File: src/rtl/cmu_pkg.sv
// Shared types, register codes and step counts for the math unit.
package cmu_pkg;

    // Access direction
    localparam logic ACT_READ  = 1'b0;
    localparam logic ACT_WRITE = 1'b1;

    // Register offsets within the window
    localparam logic [4:0] REG_MCAND   = 5'h02;
    localparam logic [4:0] REG_MPLR    = 5'h03;
    localparam logic [4:0] REG_DVD_LO  = 5'h04;
    localparam logic [4:0] REG_DVD_HI  = 5'h05;
    localparam logic [4:0] REG_DIVISOR = 5'h06;
    localparam logic [4:0] REG_QUOT_LO = 5'h14;
    localparam logic [4:0] REG_QUOT_HI = 5'h15;
    localparam logic [4:0] REG_RES_LO  = 5'h16;
    localparam logic [4:0] REG_RES_HI  = 5'h17;

    // Quotient reported for a zero divisor
    localparam logic [15:0] QUOT_DIV_ZERO = 16'hFFFF;
    // Multiplicand after reset
    localparam logic [7:0]  MCAND_RESET   = 8'hFF;

    // One bit per cycle: 8 steps for the multiply, 16 for the divide
    localparam int MUL_STEPS = 8;
    localparam int DIV_STEPS = 16;
    localparam int MUL_CNT_W = $clog2(MUL_STEPS);
    localparam int DIV_CNT_W = $clog2(DIV_STEPS);
    localparam logic [MUL_CNT_W-1:0] MUL_LAST = MUL_CNT_W'(MUL_STEPS - 1);
    localparam logic [DIV_CNT_W-1:0] DIV_LAST = DIV_CNT_W'(DIV_STEPS - 1);

    // Control sequencer states
    typedef enum logic [1:0] {
        S_IDLE,
        S_MUL,
        S_DIV
    } t_state;

endpackage

File: src/rtl/cmu_mul.sv
// Serial 8x8 unsigned multiplier, one multiplier bit per cycle (shift-add).
module cmu_mul
    import cmu_pkg::*;
(
    input  logic        i_clk,
    input  logic        i_rst_n,
    input  logic        i_start,
    input  logic [7:0]  i_mcand,
    input  logic [7:0]  i_mplr,
    output logic        o_done,
    output logic [15:0] o_product
);

    logic                 r_busy;
    logic [MUL_CNT_W-1:0] r_cnt;
    logic [7:0]           r_mcand;
    logic [15:0]          r_acc;   // upper: partial sum, lower: multiplier bits left
    logic [15:0]          n_acc;
    logic [8:0]           w_sum;

    // Add multiplicand into upper half when the current bit is set, then shift right
    always_comb begin
        w_sum = {1'b0, r_acc[15:8]} + {1'b0, (r_acc[0] ? r_mcand : 8'h00)};
        n_acc = {w_sum, r_acc[7:1]};
    end

    assign o_done    = r_busy && (r_cnt == MUL_LAST);
    assign o_product = n_acc;

    // Control
    always_ff @(posedge i_clk) begin
        if (!i_rst_n) begin
            r_busy <= 1'b0;
            r_cnt  <= '0;
        end else if (i_start) begin
            r_busy <= 1'b1;
            r_cnt  <= '0;
        end else if (r_busy) begin
            r_cnt <= r_cnt + 1'b1;
            if (r_cnt == MUL_LAST) begin
                r_busy <= 1'b0;
            end
        end
    end

    // Datapath
    always_ff @(posedge i_clk) begin
        if (i_start) begin
            r_mcand <= i_mcand;
            r_acc   <= {8'h00, i_mplr};
        end else if (r_busy) begin
            r_acc <= n_acc;
        end
    end

endmodule

File: src/rtl/cmu_div.sv
// Serial 16/8 unsigned restoring divider, one quotient bit per cycle.
module cmu_div
    import cmu_pkg::*;
(
    input  logic        i_clk,
    input  logic        i_rst_n,
    input  logic        i_start,
    input  logic [15:0] i_dividend,
    input  logic [7:0]  i_divisor,
    output logic        o_done,
    output logic [15:0] o_quotient,
    output logic [15:0] o_remainder
);

    logic                 r_busy;
    logic [DIV_CNT_W-1:0] r_cnt;
    logic [7:0]           r_dvsr;
    logic [7:0]           r_rem;
    logic [15:0]          r_quo;   // dividend bits shift out the top, quotient in the bottom
    logic [8:0]           w_trial;
    logic [8:0]           w_diff;
    logic                 w_ge;
    logic [7:0]           n_rem;
    logic [15:0]          n_quo;

    // Bring down the next dividend bit and try a subtract
    // (partial remainder stays below the divisor, so a borrow means trial < divisor)
    always_comb begin
        w_trial = {r_rem, r_quo[15]};
        w_diff  = w_trial - {1'b0, r_dvsr};
        w_ge    = !w_diff[8];
        n_rem   = w_ge ? w_diff[7:0] : w_trial[7:0];
        n_quo   = {r_quo[14:0], w_ge};
    end

    assign o_done      = r_busy && (r_cnt == DIV_LAST);
    assign o_quotient  = n_quo;
    assign o_remainder = {8'h00, n_rem};

    // Control
    always_ff @(posedge i_clk) begin
        if (!i_rst_n) begin
            r_busy <= 1'b0;
            r_cnt  <= '0;
        end else if (i_start) begin
            r_busy <= 1'b1;
            r_cnt  <= '0;
        end else if (r_busy) begin
            r_cnt <= r_cnt + 1'b1;
            if (r_cnt == DIV_LAST) begin
                r_busy <= 1'b0;
            end
        end
    end

    // Datapath
    always_ff @(posedge i_clk) begin
        if (i_start) begin
            r_dvsr <= i_divisor;
            r_rem  <= 8'h00;
            r_quo  <= i_dividend;
        end else if (r_busy) begin
            r_rem <= n_rem;
            r_quo <= n_quo;
        end
    end

endmodule

File: src/rtl/cpu_math_unit.sv
// Math unit top level: register window, access sequencer and response register.
//
// Each bus access is one input word and yields exactly one response word
// (read_data, hit). Reads and plain writes are answered in the cycle after
// acceptance. A write to the multiplier register (3) runs the serial
// multiplier, and a write with a nonzero divisor to register 6 runs the
// serial divider; both are answered at once, but the next access is held
// off by o_in_stall until the result registers are updated, so a following
// read always sees the finished result. A zero divisor does not start the
// divider; the write sets the results. The serial units are one-bit-per-cycle
// shift-add and shift-subtract loops. The response register lets a new access
// be taken while it is drained.
module cpu_math_unit
    import cmu_pkg::*;
(
    input  logic       i_clk,
    input  logic       i_rst_n,
    input  logic       i_in_valid,
    output logic       o_in_stall,
    input  logic       i_action,
    input  logic [4:0] i_reg_index,
    input  logic [7:0] i_write_data,
    output logic       o_out_valid,
    input  logic       i_out_stall,
    output logic [7:0] o_read_data,
    output logic       o_hit
);

    t_state      r_state, n_state;
    logic [7:0]  r_mcand;
    logic [15:0] r_dividend;
    logic [15:0] r_quot;
    logic [15:0] r_res;
    logic        r_out_valid;
    logic [7:0]  r_read_data;
    logic        r_hit;

    logic        w_accept;
    logic        w_mul_start, w_div_start;
    logic        w_is_mplr, w_is_div, w_div_zero;
    logic [7:0]  w_rd;
    logic        w_hit;

    logic        w_mul_done;
    logic [15:0] w_product;
    logic        w_div_done;
    logic [15:0] w_div_quot, w_div_rem;

    assign w_accept   = i_in_valid && !o_in_stall;
    assign w_is_mplr  = (i_action == ACT_WRITE) && (i_reg_index == REG_MPLR);
    assign w_is_div   = (i_action == ACT_WRITE) && (i_reg_index == REG_DIVISOR);
    assign w_div_zero = (i_write_data == 8'h00);

    // Next state
    always_comb begin
        n_state = r_state;
        unique case (r_state)
            S_IDLE: begin
                if (w_accept && w_is_mplr) begin
                    n_state = S_MUL;
                end else if (w_accept && w_is_div && !w_div_zero) begin
                    n_state = S_DIV;
                end
            end
            S_MUL: begin
                if (w_mul_done) begin
                    n_state = S_IDLE;
                end
            end
            S_DIV: begin
                if (w_div_done) begin
                    n_state = S_IDLE;
                end
            end
            default: n_state = S_IDLE;
        endcase
    end

    // Sequencer outputs
    always_comb begin
        o_in_stall  = 1'b1;
        w_mul_start = 1'b0;
        w_div_start = 1'b0;
        unique case (r_state) inside
            S_IDLE: begin
                o_in_stall  = r_out_valid && i_out_stall;
                w_mul_start = w_accept && w_is_mplr;
                w_div_start = w_accept && w_is_div && !w_div_zero;
            end
            S_MUL, S_DIV: begin
                o_in_stall = 1'b1;
            end
            default: o_in_stall = 1'b1;
        endcase
    end

    // Response decode
    always_comb begin
        w_rd  = 8'h00;
        w_hit = 1'b0;
        if (i_action == ACT_WRITE) begin
            unique case (i_reg_index) inside
                REG_MCAND, REG_MPLR, REG_DVD_LO, REG_DVD_HI, REG_DIVISOR: w_hit = 1'b1;
                default: w_hit = 1'b0;
            endcase
        end else begin
            unique case (i_reg_index)
                REG_QUOT_LO: begin w_rd = r_quot[7:0];  w_hit = 1'b1; end
                REG_QUOT_HI: begin w_rd = r_quot[15:8]; w_hit = 1'b1; end
                REG_RES_LO:  begin w_rd = r_res[7:0];   w_hit = 1'b1; end
                REG_RES_HI:  begin w_rd = r_res[15:8];  w_hit = 1'b1; end
                default: begin w_rd = 8'h00; w_hit = 1'b0; end
            endcase
        end
    end

    // State and response word
    always_ff @(posedge i_clk) begin
        if (!i_rst_n) begin
            r_state     <= S_IDLE;
            r_out_valid <= 1'b0;
            r_mcand     <= MCAND_RESET;
            r_dividend  <= '0;
            r_quot      <= '0;
            r_res       <= '0;
        end else begin
            r_state <= n_state;
            if (w_accept) begin
                r_out_valid <= 1'b1;
            end else if (!i_out_stall) begin
                r_out_valid <= 1'b0;
            end

            // Register writes
            if (w_accept && (i_action == ACT_WRITE)) begin
                unique case (i_reg_index)
                    REG_MCAND:  r_mcand <= i_write_data;
                    REG_MPLR:   r_quot  <= {8'h00, i_write_data};
                    REG_DVD_LO: r_dividend[7:0]  <= i_write_data;
                    REG_DVD_HI: r_dividend[15:8] <= i_write_data;
                    REG_DIVISOR: begin
                        if (w_div_zero) begin
                            r_quot <= QUOT_DIV_ZERO;
                            r_res  <= r_dividend;
                        end
                    end
                    default: ;
                endcase
            end

            // Serial unit results
            if (w_mul_done) begin
                r_res <= w_product;
            end
            if (w_div_done) begin
                r_quot <= w_div_quot;
                r_res  <= w_div_rem;
            end
        end
    end

    // Response payload
    always_ff @(posedge i_clk) begin
        if (w_accept) begin
            r_read_data <= w_rd;
            r_hit       <= w_hit;
        end
    end

    assign o_out_valid = r_out_valid;
    assign o_read_data = r_read_data;
    assign o_hit       = r_hit;

    cmu_mul u_mul (
        .i_clk     (i_clk),
        .i_rst_n   (i_rst_n),
        .i_start   (w_mul_start),
        .i_mcand   (r_mcand),
        .i_mplr    (i_write_data),
        .o_done    (w_mul_done),
        .o_product (w_product)
    );

    cmu_div u_div (
        .i_clk       (i_clk),
        .i_rst_n     (i_rst_n),
        .i_start     (w_div_start),
        .i_dividend  (r_dividend),
        .i_divisor   (i_write_data),
        .o_done      (w_div_done),
        .o_quotient  (w_div_quot),
        .o_remainder (w_div_rem)
    );

endmodule
File: config.mk
export PLATFORM = sky130hd
export DESIGN_NAME = cpu_math_unit
export DESIGN_NICKNAME = d
export VERILOG_FILES = /design/src/rtl/cmu_pkg.sv /design/src/rtl/cmu_mul.sv /design/src/rtl/cmu_div.sv /design/src/rtl/cpu_math_unit.sv
export SDC_FILE = /design/constraint.sdc
export NUM_CORES = 1
export LEC_CHECK = 0
export BUFFER_PORTS_ARGS = -buffer_cell sky130_fd_sc_hd__buf_2
export CORE_UTILIZATION = 67
export CTS_CLUSTER_SIZE = 12
export DETAILED_ROUTE_END_ITERATION = 8
export GPL_TIMING_DRIVEN = 0
export PLACE_DENSITY_LB_ADDON = 0.25
export SYNTH_ARGS = -nofsm -noshare
export SYNTH_HDL_FRONTEND = slang
export SYNTH_HIERARCHICAL = 1
export SYNTH_SLANG_ARGS = --single-unit
File: constraint.sdc
create_clock -name i_clk -period 8.85 [get_ports i_clk]
set_clock_uncertainty 0.05 [all_clocks]
set_input_delay 1.77 -clock i_clk [delete_from_list [all_inputs] [get_ports i_clk]]
set_output_delay 1.77 -clock i_clk [all_outputs]
set_load 0.02 [all_outputs]
==> results.txt <==
Pwr Density -> 211 mW/mm^2
Syn Area/Cell -> 10.5 sq um
final hold vios -> 0
crit-path max FO -> 8
Via Count -> 5524
Detailed Route WL -> 17800 um
Worst Slack Setup Final -> 4.54 ns
# fillers -> 691
setup violators final -> 0
TritonCTS clock tree -> yes
Placeable Area -> 0.0104 sq mm
post-synth top area cell -> dfxtp_1
status -> finished clean
Seq/Total Area, Yosys -> 43.6%
cell area after synthesis -> 0.00724 sq mm
final worst path period need -> 4.31 ns
Syn. warnings -> 6
R2R Setup Slk -> 5.62 ns
mux cell area share after synthesis -> 14.6%
Total GRT Usage -> 34.0%
period utilisation layout -> 48.7%
row count -> 37
Hold Crit Class -> reg -> reg
CP Capture Type -> output port
Sink Count -> 133
Post-Synth Simple-Gate Area -> 15.1%
Slew HR -> 39.0%
Worst-Skew Late Latency -> 0.55 ns
Netlist cell types -> 86
Post-synth top cells -> dfxtp_1 (84), nand2_1 (64), mux2i_1 (62)
XOR/XNOR Fraction of Synth Area -> 1.09%
initial antenna violation count -> 0
Synth Flop Type -> dfxtp_1
Startpoint Class -> input port
f_max -> 232 MHz
CP Class -> in -> out
worst-margin pin slew -> 0.910 ns
MaxCap Viol Count -> 0
number of buffers created by CTS -> 17
vias in the first global route -> 5422
area delta synth->final -> 12.2%
RSZ-0062 raised after global routing -> no
peak supply drop -> 244 uV
critical path arrival -> 2.49 ns
# IOs -> 29
CTS resizes -> 0
DRT iter0 DRCs -> 482
Post-Place Setup Slack -> 4.09 ns
post-synthesis adder-cell area fraction -> 3.84%
Final Total Pwr -> 0.00172 W
largest family of logic cells by synthesized area -> simple AND/OR/NAND/NOR gates
Die X -> 106 um
Synth Instances -> 690
pin count of the biggest net entering global routing -> 17
Max Buffers Root-to-Sink -> 2
Synth Register Bits -> 133
layout cell share with drive strength beyond 1 -> 22.9%
Final nets -> 781
top-count cell post-synth -> dfxtp_1
antenna-violating nets left -> 0
# diodes -> 0
Leak -> 3.26 nW
Overflow after GRT -> 0
Async SR Flop Fraction -> 0%
EDFF count, synth -> 49
max-slew violation count -> 0
gpl congestion -> 0.916
clk slew on worst S/H paths -> 0.06 ns
total iterations of the first detailed-routing run -> 5
CTS Root Cell -> clkbuf_8
DR WL/cell -> 20.0 um
H-Tree Level Count -> 4
Synth Area in Compound Gates -> 13.6%
via density per instance -> 6.20
first-pass GRT wire length -> 28300 um
top-area cell type share of the netlist area -> 23.2%
Die Y -> 106 um
DRC -> 0
WP data required -> 7.03 ns
setup TNS -> 0 ns
port bufs -> 26
initial core utilization -> 69.5%
Post-DP HPWL -> 13100 um
largest cells by area after synthesis -> dfxtp_1 (23%), edfxtp_1 (20%), mux2i_1 (8.6%), mux2_2 (3.6%), buf_4 (3.5%)
setup repair bufs after CTS -> 0
Die Area -> 0.0112 sq mm
hold buffers post-CTS -> 0
-- report_power, final --
| group | internal, W | switching [W] |
|---|---|---|
| sequential | 0.000664 | 0.0000215 |
| combinational | 0.000146 | 0.000215 |
| clock | 0.000400 | 0.000269 |
| total | 0.00121 | 0.000505 |
-- per-layer routing --
| metal | part of all wire, % | vias to the layer above | global-route usage, % |
|---|---|---|---|
| met5 | 0 | - | 0 |
| met4 | 3.0 | 0 | 14.1 |
| met3 | 7.6 | 41 | 7.30 |
| met2 | 49 | 255 | 57.3 |
| met1 | 40 | 2649 | 42.4 |
| li1 | - | 2579 | - |
-- cell type report --
cell class                      count  area (sq um)  share of cell area (%)
Clock buffer                       20           425                    5.24
Multi-Input combinational cell    459          3520                    43.3
Tap cell                          136           170                    2.10
Timing Repair Buffer               26           130                    1.60
Sequential cell                   133          3150                    38.8
Inverter                           34           128                    1.57
Clock inverter                     12           130                    1.60
Buffer                             71           463                    5.70
-- state kept, by name, indices dropped and copies added, names as in the netlist --
register	flops
o_hit	1
r_quot	16
u_div/r_quo	16
o_out_valid	1
o_read_data	8
u_mul/r_acc	16
u_div/r_dvsr	8
r_dividend	16
u_div/r_cnt	4
r_state	2
u_div/r_busy	1
r_mcand	8
u_mul/r_mcand	8
r_res	16
u_mul/r_busy	1
u_div/r_rem	8
u_mul/r_cnt	3
-- cell usage in the layout, fill, tap and decap left out, types with 4 or more instances in the layout --
| cell type | n |
|---|---|
| a211oi_1 | 13 |
| a21o_1 | 4 |
| a21oi_1 | 10 |
| a221oi_1 | 6 |
| a311oi_1 | 5 |
| and2_1 | 12 |
| buf_1 | 4 |
| buf_2 | 32 |
| buf_4 | 34 |
| buf_6 | 8 |
| clkbuf_1 | 21 |
| clkbuf_16 | 16 |
| clkinvlp_4 | 4 |
| conb_1 | 8 |
| dfxtp_1 | 84 |
| edfxtp_1 | 49 |
| ha_1 | 19 |
| inv_1 | 32 |
| mux2_2 | 23 |
| mux2i_1 | 62 |
| mux4_2 | 8 |
| nand2_1 | 64 |
| nand2b_1 | 9 |
| nand3_1 | 9 |
| nand3b_1 | 6 |
| nand4_1 | 4 |
| nor2_1 | 42 |
| nor2b_1 | 10 |
| nor3b_1 | 4 |
| nor4_1 | 6 |
| o211ai_1 | 19 |
| o21a_1 | 4 |
| o21ai_0 | 20 |
| o21ai_1 | 8 |
| o22ai_1 | 8 |
| or4_1 | 4 |
| xnor2_1 | 5 |
| xor2_1 | 4 |
-- per-stage QoR --
step	utilization [%]	hold WS, ns	area [sq um]	cells
4_1_cts	77.9	0.378	8120	891
5_1_grt	77.9	0.385	8120	891
3_5_place_dp	72.6	0.364	7560	859
6_report	77.9	0.376	8120	891
2_1_floorplan	-	0.358	7260	697
3_3_place_gp	72.6	0.360	7560	859
-- critical path, stage by stage --
cell	delay [ns]
buf_2	0.11
a211o_1	0.31
buf_6	0.15
buf_2	0.15
-- kinds of logic (layout without fill, tap and decap cells) --
group | Yosys count | in the layout
buffers and inverters | 105 | 163
AO/OA/AOI/OAI | 126 | 126
XOR/XNOR | 9 | 9
adder cells (fa/ha/maj) | 21 | 21
AND/OR/NAND/NOR | 202 | 202
other | 1 | 8
multiplexers | 93 | 93
flip-flops | 133 | 133
-- path summary, 6_finish.rpt --
check	from	to	cells after the start
max reg2reg	u_div/r_busy	r_quot[15]	8
min reg2reg	r_mcand[3]	u_mul/r_mcand[3]	0
min	r_mcand[3]	u_mul/r_mcand[3]	0
max	i_out_stall	o_in_stall	4
Power figures use the tool's default switching activity.
